--- src/rtl/rgbgs_pkg.sv ---
// shared types, constants and register codes of the rgb 3x3 window filter
`timescale 1ns / 1ps

package rgbgs_pkg;

  localparam int DEF_MAX_WIDTH  = 1024;
  localparam int DEF_MAX_HEIGHT = 4096;

  localparam int NUM_LANES = 3;
  localparam int NUM_TAPS  = 9;

  // filter modes
  localparam logic [1:0] MODE_GAUSS = 2'd0;
  localparam logic [1:0] MODE_HORIZ = 2'd1;
  localparam logic [1:0] MODE_VERT  = 2'd2;
  localparam logic [1:0] MODE_MAG   = 2'd3;

  // register indexes on the configuration port
  localparam logic [1:0] REG_MODE   = 2'd0;
  localparam logic [1:0] REG_WIDTH  = 2'd1;
  localparam logic [1:0] REG_HEIGHT = 2'd2;

  localparam logic [10:0] RST_WIDTH  = 11'd1024;
  localparam logic [12:0] RST_HEIGHT = 13'd1024;

  // per result control handed to every lane
  typedef struct packed {
    logic [1:0] mode;
    logic       top_off;
    logic       bot_off;
    logic       left_off;
    logic       right_off;
  } rgbgs_ctrl_t;

endpackage

--- src/rtl/rgbgs_lane.sv ---
// one colour channel: gaussian or sobel sums, then an iterative square root
`timescale 1ns / 1ps

module rgbgs_lane
  import rgbgs_pkg::*;
(
  input  logic                      clk,
  input  logic                      rst,
  input  logic                      start,
  input  logic [NUM_TAPS-1:0][7:0]  taps,
  input  rgbgs_ctrl_t               ctrl,
  output logic                      done,
  output logic [7:0]                res
);

  typedef enum logic [3:0] {
    L_IDLE = 4'b0001,
    L_SQR  = 4'b0010,
    L_ROOT = 4'b0100,
    L_DONE = 4'b1000
  } lane_state_t;

  lane_state_t state;

  logic [11:0] t [NUM_TAPS];
  logic [11:0] gsum;
  logic signed [11:0] sh_raw, sv_raw;
  logic [7:0]  sh_cl, sv_cl;

  logic [7:0]  gauss_q, sh_q, sv_q;
  logic [1:0]  mode_q;
  logic        border_q;
  logic [16:0] sq;
  logic [16:0] rem;
  logic [16:0] root;
  logic [16:0] bitv;
  logic [17:0] trial;

  // gaussian taps with zero padding outside the frame
  always_comb begin
    for (int k = 0; k < NUM_TAPS; k++) begin
      t[k] = {4'd0, taps[k]};
      if ((k % 3 == 0) && ctrl.top_off) t[k] = '0;
      if ((k % 3 == 2) && ctrl.bot_off) t[k] = '0;
      if ((k / 3 == 0) && ctrl.left_off) t[k] = '0;
      if ((k / 3 == 2) && ctrl.right_off) t[k] = '0;
    end
    gsum = t[0] + (t[3] << 1) + t[6]
         + ((t[1] + (t[4] << 1) + t[7]) << 1)
         + t[2] + (t[5] << 1) + t[8];
    // top row minus bottom row, right column minus left column
    sh_raw = $signed({4'd0, taps[0]}) + $signed({3'd0, taps[3], 1'b0}) + $signed({4'd0, taps[6]})
           - $signed({4'd0, taps[2]}) - $signed({3'd0, taps[5], 1'b0}) - $signed({4'd0, taps[8]});
    sv_raw = $signed({4'd0, taps[6]}) + $signed({3'd0, taps[7], 1'b0}) + $signed({4'd0, taps[8]})
           - $signed({4'd0, taps[0]}) - $signed({3'd0, taps[1], 1'b0}) - $signed({4'd0, taps[2]});
    sh_cl = sh_raw < 0 ? 8'd0 : (sh_raw > 12'sd255 ? 8'd255 : sh_raw[7:0]);
    sv_cl = sv_raw < 0 ? 8'd0 : (sv_raw > 12'sd255 ? 8'd255 : sv_raw[7:0]);
  end

  assign sq    = 17'({8'd0, sh_q} * {8'd0, sh_q}) + 17'({8'd0, sv_q} * {8'd0, sv_q});
  assign trial = {1'b0, root} + {1'b0, bitv};

  always_ff @(posedge clk) begin
    if (rst) begin
      state <= L_IDLE;
    end else begin
      unique case (state)
        L_IDLE: begin
          if (start) state <= L_SQR;
        end
        L_SQR:  state <= L_ROOT;
        L_ROOT: begin
          if (bitv == 17'd1) state <= L_DONE;
        end
        L_DONE: state <= L_IDLE;
        default: state <= L_IDLE;
      endcase
    end
  end

  always_ff @(posedge clk) begin
    if (state == L_IDLE && start) begin
      gauss_q  <= gsum[11:4];
      sh_q     <= sh_cl;
      sv_q     <= sv_cl;
      mode_q   <= ctrl.mode;
      border_q <= ctrl.top_off | ctrl.bot_off | ctrl.left_off | ctrl.right_off;
    end
    if (state == L_SQR) begin
      rem  <= sq;
      root <= '0;
      bitv <= 17'h10000;
    end
    if (state == L_ROOT) begin
      if ({1'b0, rem} >= trial) begin
        rem  <= rem - trial[16:0];
        root <= (root >> 1) + bitv;
      end else begin
        root <= root >> 1;
      end
      bitv <= bitv >> 2;
    end
  end

  assign done = (state == L_DONE);

  always_comb begin
    unique case (mode_q)
      MODE_GAUSS: res = gauss_q;
      MODE_HORIZ: res = border_q ? 8'd0 : sh_q;
      MODE_VERT:  res = border_q ? 8'd0 : sv_q;
      MODE_MAG:   res = border_q ? 8'd0 : (root > 17'd255 ? 8'd255 : root[7:0]);
      default:    res = gauss_q;
    endcase
  end

endmodule

--- config.mk ---
export PLATFORM = sky130hd
export DESIGN_NAME = rgbgs_lane
export DESIGN_NICKNAME = d
export VERILOG_FILES = /design/src/rtl/rgbgs_pkg.sv /design/src/rtl/rgbgs_lane.sv
export SDC_FILE = /design/constraint.sdc
export NUM_CORES = 1
export LEC_CHECK = 0
export BUFFER_PORTS_ARGS = -buffer_cell sky130_fd_sc_hd__buf_4
export CELL_PAD_IN_SITES_DETAIL_PLACEMENT = 0
export CELL_PAD_IN_SITES_GLOBAL_PLACEMENT = 2
export CORE_MARGIN = 1.5
export CORE_UTILIZATION = 43
export CTS_CLUSTER_DIAMETER = 100
export CTS_CLUSTER_SIZE = 12
export DETAILED_ROUTE_END_ITERATION = 8
export PLACE_DENSITY_LB_ADDON = 0.05
export SLEW_MARGIN = 20
export SYNTH_ARGS = -nofsm -noshare
export SYNTH_HDL_FRONTEND = slang
export SYNTH_SLANG_ARGS = --single-unit
--- constraint.sdc ---
create_clock -name clk -period 10.8 [get_ports clk]
set_input_delay 0.54 -clock clk [delete_from_list [all_inputs] [get_ports clk]]
set_output_delay 0.54 -clock clk [all_outputs]
set_load 0.005 [all_outputs]
==> flow_summary.ini, run 1 <==
[run_status]
status = completed

[setup_path]
path_class = reg2reg
cpPeakStageDelay_ns = 0.56
crit_top_cell = fa_1
end_kind = flip-flop
startpoint_type = flip-flop
cp.required_ns = 11.03
cp.arrival_ns = 6.23
crit_fanout = 10
crit_family = adder cells
cp_slowest_cell = edfxtp_1
crit_chain = nand2_1 > fa_1 > fa_1 > inv_1 > fa_1 > fa_1 > fa_1 > inv_1 > fa_1 > inv_1 > ha_1 > o21ai_0 > o21ai_0 > a2111o_1 > a22oi_1 > o22ai_1 > nor3b_1 > a31oi_1
critPathBufInv = 3
r2r_slack_ns = 4.79

[cts]
cts_tree = done
clock_sinks = 74
root_buffer = clkbuf_16
clockBufferDepth = 2
clk_pin_slew_ns = 0.08
postCtsHoldBufs = 0
cts_setup_buffers = 0
tritoncts.num_buffers = 9
htreeDepth = 3
cts.repair.resized = 0
clock_latency_ns = 0.35

[placement]
dp_hpwl_mm = 28.0
portBuffers = 89
gp_congestion = 0.867

[detailed_routing]
ant_nets = 0
drc = 0
vias = 9444
initialDrtViolationCount = 508
vias_per_cell = 5.22
drt-pass1-iter-count = 5
wl_mm = 32.8
post_drt_wl_per_cell_um = 18.1

[synth]
syn_area_mm2 = 0.0127
ys_top_cells_by_area = fa_1 29%, ha_1 14%, edfxtp_1 12%
synth_largest_area_cell = fa_1
syn_area_per_cell_um2 = 9.39
ys_seq_elements = 74
synth_most_common_cell = inv_1
synthDominantCellAreaShare = 0.291
synth_flop_cell = edfxtp_1
synth_edf_count = 52
synth_cell_types = 68
synth_nets = 1755
synth_common_cells = 224 x inv_1, 184 x fa_1, 141 x ha_1
synthArstFlopShare = 0
synthesis.instances = 1349
ys.warnings.count = 0
seq_area_frac_synth = 0.158

[sta]
post-route-min-period_ns = 6.01
relSlewSlack = 0.284
finalSetupViolations = 0
setup_tns_ns = 0
fin_skew_ns = 0.0182
finalHoldViolations = 0
max_freq_mhz = 166
finalMaxSlewViolations = 0
rsz0062_at_grt = no
tightest_slew_ns = 1.07
min_period_over_period = 0.556

[final_layout]
multi_input_area_mm2 = 0.00970
drive_gt1_frac = 0.0996
seqCellArea_mm2 = 0.00200
synthToLayoutAreaGrowth_pct = 11.1
diodes = 0
n_fill_cell = 2906
nets = 1827

[hold_path]
hold_path_class = in2reg

[global_route]
grt_antenna_before_repair = 0
grt_overflow_total = 0
track_usage = 0.228
grt_pass1_vias = 9985
grt_first_pass_wirelength_mm = 53.7
grt_max_degree = 32

[die]
rows = 62
die_w_um = 175
die_h_um = 175
dieArea_mm2 = 0.0305
ios = 90
initial_core_util = 0.439
design.core.area_mm2 = 0.0289

[run]
cap_violations = 0
[stage by stage]
stage | utilization | hold WS, ns | cell area, µm² | cells | worst slack [ns]
finish | 0.487 | 0.359 | 14100 | 1810 | 4.79
detailed placement | 0.476 | 0.481 | 13700 | 1794 | 4.79
floorplan | - | 0.450 | 12700 | 1349 | 5.08
global route | 0.487 | 0.351 | 14100 | 1810 | 4.50
CTS | 0.487 | 0.348 | 14100 | 1810 | 4.80
global placement | 0.476 | 0.474 | 13700 | 1794 | 4.82
[final cells by class]
type                            count  share of cell area
Clock buffer                        9              0.0160
Timing Repair Buffer               95              0.0507
Inverter                          224              0.0598
Clock inverter                      7             0.00721
Sequential cell                    74               0.142
Multi-Input combinational cell   1017               0.690
Tap cell                          384              0.0342
[registers in the layout, indices dropped and copies added (netlist names)]
signal	flops
border_q	1
root	17
sh_q	8
sv_q	8
rem	17
mode_q	2
state	4
gauss_q	8
bitv	9
[logic make-up (layout without fill, tap and decap cells)]
group / Yosys count / after routing / share of synthesized area
and+or+nand+nor: 353 / 353 / 0.141
AOI/OAI and AO/OA: 256 / 256 / 0.135
buffers and inverters: 258 / 335 / 0.0774
adders and majority gates: 325 / 325 / 0.430
DFF: 74 / 74 / 0.158
xor gates and xnor gates: 73 / 73 / 0.0505
muxes: 10 / 10 / 0.00800
[layout by cell type (no fill, tap or decap), types with 3 or more instances in the layout]
cell type,synthesis,final
inv_1,224,224
a211oi_1,18,18
a21oi_1,71,71
o221ai_1,3,3
clkbuf_16,0,9
nand3b_1,6,6
dfxtp_1,22,22
or3_2,3,3
nor4_1,6,6
nor2_1,74,73
fa_1,184,184
and2_1,44,44
o31ai_1,3,3
o221a_2,5,5
o21a_1,21,21
or3_1,6,6
o21ai_0,51,51
xnor2_1,46,46
nand2b_1,19,19
xor2_1,27,27
buf_4,0,95
nor3_1,20,20
nand2_1,104,103
o21ba_2,4,4
nand4b_1,3,3
mux2i_1,9,9
a2111o_1,3,3
nor4b_1,4,3
and3_1,6,6
nand4_1,9,9
edfxtp_1,52,52
o211ai_1,8,8
a21o_1,20,20
nor2b_1,33,33
o21bai_1,8,8
ha_1,141,141
a31oi_1,16,16
nand3_1,8,8
[worst reg2reg max path: stages, from the launching register on]
cell and delay, ns:
edfxtp_1 0.56, nand2_1 0.20, fa_1 0.54, fa_1 0.54, inv_1 0.05, fa_1 0.51, fa_1 0.45, fa_1 0.55
inv_1 0.06, fa_1 0.53, inv_1 0.04, ha_1 0.33, o21ai_0 0.26, o21ai_0 0.19, a2111o_1 0.46, a22oi_1 0.23
o22ai_1 0.10, nor3b_1 0.22, a31oi_1 0.06
[path summary, 6_finish.rpt]
kind | from | cells past startpoint | end
setup / recovery | sh_q[6] | 18 | rem[15]
hold / removal | ctrl[5] | 1 | mode_q[1]
setup reg to reg | sh_q[6] | 18 | rem[15]
hold reg to reg | rem[3] | 2 | rem[3]
[routing by layer]
layer	GRT usage	vias to the layer above	wire, µm
met5	0	-	0
met4	0.0349	0	246
met3	0.0313	13	1430
met2	0.377	171	15100
met1	0.326	4634	16000
li1	-	4626	-
Power of run 1 is not shown: default switching activity piles up to over one toggle a cycle in this logic, so the estimate is an artifact.
==> run 2, diff against run 1 <==
- CORE_UTILIZATION: 43 -> 40
- clock period: 10.8 -> 6.2 ns (I/O delays scaled with it)
==> flow_summary.ini, run 2 (same netlist as run 1, synthesis figures left out) <==
[die]
rows = 64
initial_core_util = 0.410
dieArea_mm2 = 0.0327
die_w_um = 181
die_h_um = 181
ios = 90
design.core.area_mm2 = 0.0309

[cts]
cts_tree = done
htreeDepth = 3
tritoncts.num_buffers = 9
clock_sinks = 74
clockBufferDepth = 2
root_buffer = clkbuf_16
postCtsHoldBufs = 0
clock_latency_ns = 0.35
clk_pin_slew_ns = 0.07

[detailed_routing]
drt-pass1-iter-count = 5
drc = 0
ant_nets = 0
post_drt_wl_per_cell_um = 18.0
wl_mm = 33.3
initialDrtViolationCount = 399
vias_per_cell = 5.16
vias = 9520

[setup_path]
timing.rr.end = rem[15]
crit_start = sh_q[2]
crit_end = rem[15]
end_kind = flip-flop
path_class = reg2reg
cp.arrival_ns = 6.09
cp.required_ns = 6.43
reg2reg_depth = 18
r2r_start = sh_q[2]
r2r_slack_ns = 0.34
startpoint_type = flip-flop
crit_fanout = 6

[sta]
rsz0062_at_grt = no
fin_skew_ns = 0.00971
min_period_over_period = 0.946
setup_tns_ns = 0
relSlewSlack = 0.349
finalMaxSlewViolations = 0
post-route-min-period_ns = 5.86
max_freq_mhz = 171
finalSetupViolations = 0
tightest_slew_ns = 0.950
finalHoldViolations = 0

[run_status]
status = completed

[final_layout]
n_fill_cell = 3095
nets = 1851
final_cell_mix = 224 x inv_1, 184 x fa_1, 141 x ha_1
layout_commonest_cell = inv_1
diodes = 0
synthToLayoutAreaGrowth_pct = 12.6
drive_gt1_frac = 0.114
top_regs = rem (17), root (17), bitv (9)

[placement]
dp_hpwl_mm = 28.7
gp_congestion = 0.871
portBuffers = 89

[global_route]
grt_antenna_before_repair = 0
grt_max_degree = 28
track_usage = 0.214
grt_overflow_total = 0
grt_pass1_vias = 9939
grt_first_pass_wirelength_mm = 54.0

[run]
cap_violations = 0

[hold_path]
hold_path_class = in2reg
-- run 2: through the flow --
step	cell area (µm²)	setup WS (ns)	hold slack, ns	std cells	util
after floorplan	12700	0.640	0.383	1349	-
after global placement	13900	0.420	0.469	1822	0.449
after detailed placement	13900	0.253	0.474	1822	0.449
after CTS	14200	0.231	0.121	1838	0.459
after global routing	14200	0.0102	0.125	1846	0.461
final	14200	0.336	0.137	1846	0.461
-- run 2: worst max-delay path, stage by stage (launching register included) --
cell and delay, ns:
edfxtp_1 0.51, nand2_1 0.18, fa_1 0.46, fa_1 0.54
inv_1 0.05, fa_1 0.53, fa_1 0.46, fa_1 0.56
inv_1 0.06, fa_1 0.52, inv_1 0.05, ha_1 0.33
o21ai_0 0.22, o21ai_0 0.19, a2111o_1 0.46, a22oi_1 0.23
o22ai_1 0.11, nor3b_1 0.22, a31oi_1 0.05
-- run 2: routing by layer --
metal | vias up | share of wire | wire length, µm | track usage
met5 | - | 0 | 0 | 0
li1 | 4672 | - | - | -
met4 | 0 | 0.0094 | 313 | 0.0350
met3 | 18 | 0.027 | 888 | 0.0250
met2 | 143 | 0.45 | 15000 | 0.343
met1 | 4687 | 0.51 | 17000 | 0.314
-- run 2: area by class of cell --
type                       count  area, µm²  share of cell area
multi-input combinational   1017       9710               0.681
sequential                    74       2000               0.140
timing repair buffer         119        893              0.0627
inverter                     224        841              0.0590
tap                          396        495              0.0348
clock buffer                  10        239              0.0168
clock inverter                 6       71.3             0.00500
-- run 2: worst min path at each step --
| stage | start | endpoint | slack (ns) | cells past startpoint |
|---|---|---|---|---|
| 2_1_floorplan | rst | state[2] | 0.38 | 1 |
| 3_3_place_gp | rem[3] | rem[3] | 0.47 | 2 |
| 3_5_place_dp | rem[3] | rem[3] | 0.47 | 2 |
| 4_1_cts | rst | state[2] | 0.12 | 2 |
| 5_1_grt | ctrl[5] | mode_q[1] | 0.12 | 1 |
| 6_report | rst | state[2] | 0.14 | 2 |
-- run 2: repair_timing --
action                     CTS  global route
setup endpoints to repair    0             2
hold endpoints to repair     0             0
resized for setup            0             0
buffers inserted             0             8
Power of run 2 is left out for the same reason.
==> run 3, diff against run 2 <==
- clock period: 6.2 -> 6 ns (I/O delays scaled with it)
==> flow_summary.ini, run 3 (same netlist as run 1, synthesis figures left out) <==
[run_status]
status = completed

[setup_path]
cp_slowest_cell = fa_1
crit_family = adder cells
reg2reg_depth = 18
crit_top_cell = fa_1
path_class = reg2reg
crit_fanout = 4
r2r_slack_ns = 0.30
end_kind = flip-flop
cp.arrival_ns = 5.95
critPathBufInv = 5
cpPeakStageDelay_ns = 0.54
startpoint_type = flip-flop
cp.required_ns = 6.25
crit_chain = buf_4 > and2_1 > fa_1 > inv_1 > fa_1 > inv_1 > fa_1 > fa_1 > fa_1 > inv_1 > fa_1 > inv_1 > ha_1 > o21a_1 > a2111o_1 > a311oi_1 > o211ai_1 > o21a_1
timing.rr.end = rem[13]
r2r_start = sh_q[1]

[final_layout]
layout_commonest_cell = inv_1
final_cell_mix = 224 x inv_1, 184 x fa_1, 141 x ha_1
top_regs = rem (17), root (17), bitv (9)
n_fill_cell = 3072
drive_gt1_frac = 0.122
fin_cells = 1856
diodes = 0
synthToLayoutAreaGrowth_pct = 13.1
nets = 1861

[run]
cap_violations = 0

[detailed_routing]
wl_mm = 33.4
drc = 0
vias = 9504
ant_nets = 0
post_drt_wl_per_cell_um = 18.0
initialDrtViolationCount = 444
vias_per_cell = 5.12
drt-pass1-iter-count = 5

[cts]
htreeDepth = 3
root_buffer = clkbuf_16
clock_latency_ns = 0.36
tritoncts.num_buffers = 9
clockBufferDepth = 2
cts_tree = done
clock_sinks = 74
clk_pin_slew_ns = 0.07

[sta]
fin_skew_ns = 0.0127
tightest_slew_ns = 0.939
setup_ws_ns = 0.300
max_freq_mhz = 175
rsz0062_at_grt = no
finalMaxSlewViolations = 0
whs_ns = 0.127
min_period_over_period = 0.950
post-route-min-period_ns = 5.70
finalSetupViolations = 0
setup_tns_ns = 0
finalHoldViolations = 0
relSlewSlack = 0.356

[global_route]
grt_overflow_total = 0
grt_first_pass_wirelength_mm = 54.8
track_usage = 0.218
grt_max_degree = 28
grt_antenna_before_repair = 1
grt_pass1_vias = 10062

[placement]
preCtsSetupSlack_ns = 0.114
portBuffers = 89
placedCellCount = 1831
gp_congestion = 0.842
dp_hpwl_mm = 28.8

[die]
ios = 90
die_w_um = 181
design.core.area_mm2 = 0.0309
initial_core_util = 0.410
die_h_um = 181
rows = 64
dieArea_mm2 = 0.0327

[hold_path]
min_to = mode_q[1]
hold_path_class = in2reg
hold_path_depth = 1
hold_start = ctrl[5]
[run 3: final cells by class]
class	count	area, µm²	share of cell area
clock buffer	9	225	0.0157
inverter	224	841	0.0587
timing repair buffer	129	968	0.0676
tap	396	495	0.0346
multi-input combinational	1017	9710	0.678
sequential	74	2000	0.140
clock inverter	7	83.8	0.00585
[run 3: layer usage]
layer	global-route usage	vias up	routed length, µm
met4	0.0329	2	283
li1	-	4708	-
met2	0.354	122	15100
met5	0	-	17
met1	0.314	4655	17100
met3	0.0300	17	914
[run 3: metrics by stage]
step,utilization,area (µm²)
after global placement,0.451,13900
after detailed placement,0.451,13900
final,0.463,14300
after floorplan,-,12700
after CTS,0.461,14200
after global routing,0.463,14300
[run 3: timing repair]
action | 4_1_cts | 5_1_grt
setup endpoints to repair | 0 | 6
hold buffers | 0 | 0
buffers inserted | 0 | 9
gates resized for setup | 0 | 4
[run 3: worst max path at each step]
stage / start / end / slack (ns) / cells after the start
after floorplan: sv_q[5] / rem[15] / 0.44 / 18
after global placement: sv_q[4] / rem[15] / 0.21 / 18
after detailed placement: sv_q[4] / rem[15] / 0.11 / 18
after CTS: sv_q[4] / rem[15] / 0.11 / 18
after global routing: sh_q[1] / rem[13] / 0.05 / 18
final: sh_q[1] / rem[13] / 0.30 / 18
Power of run 3 is left out for the same reason.
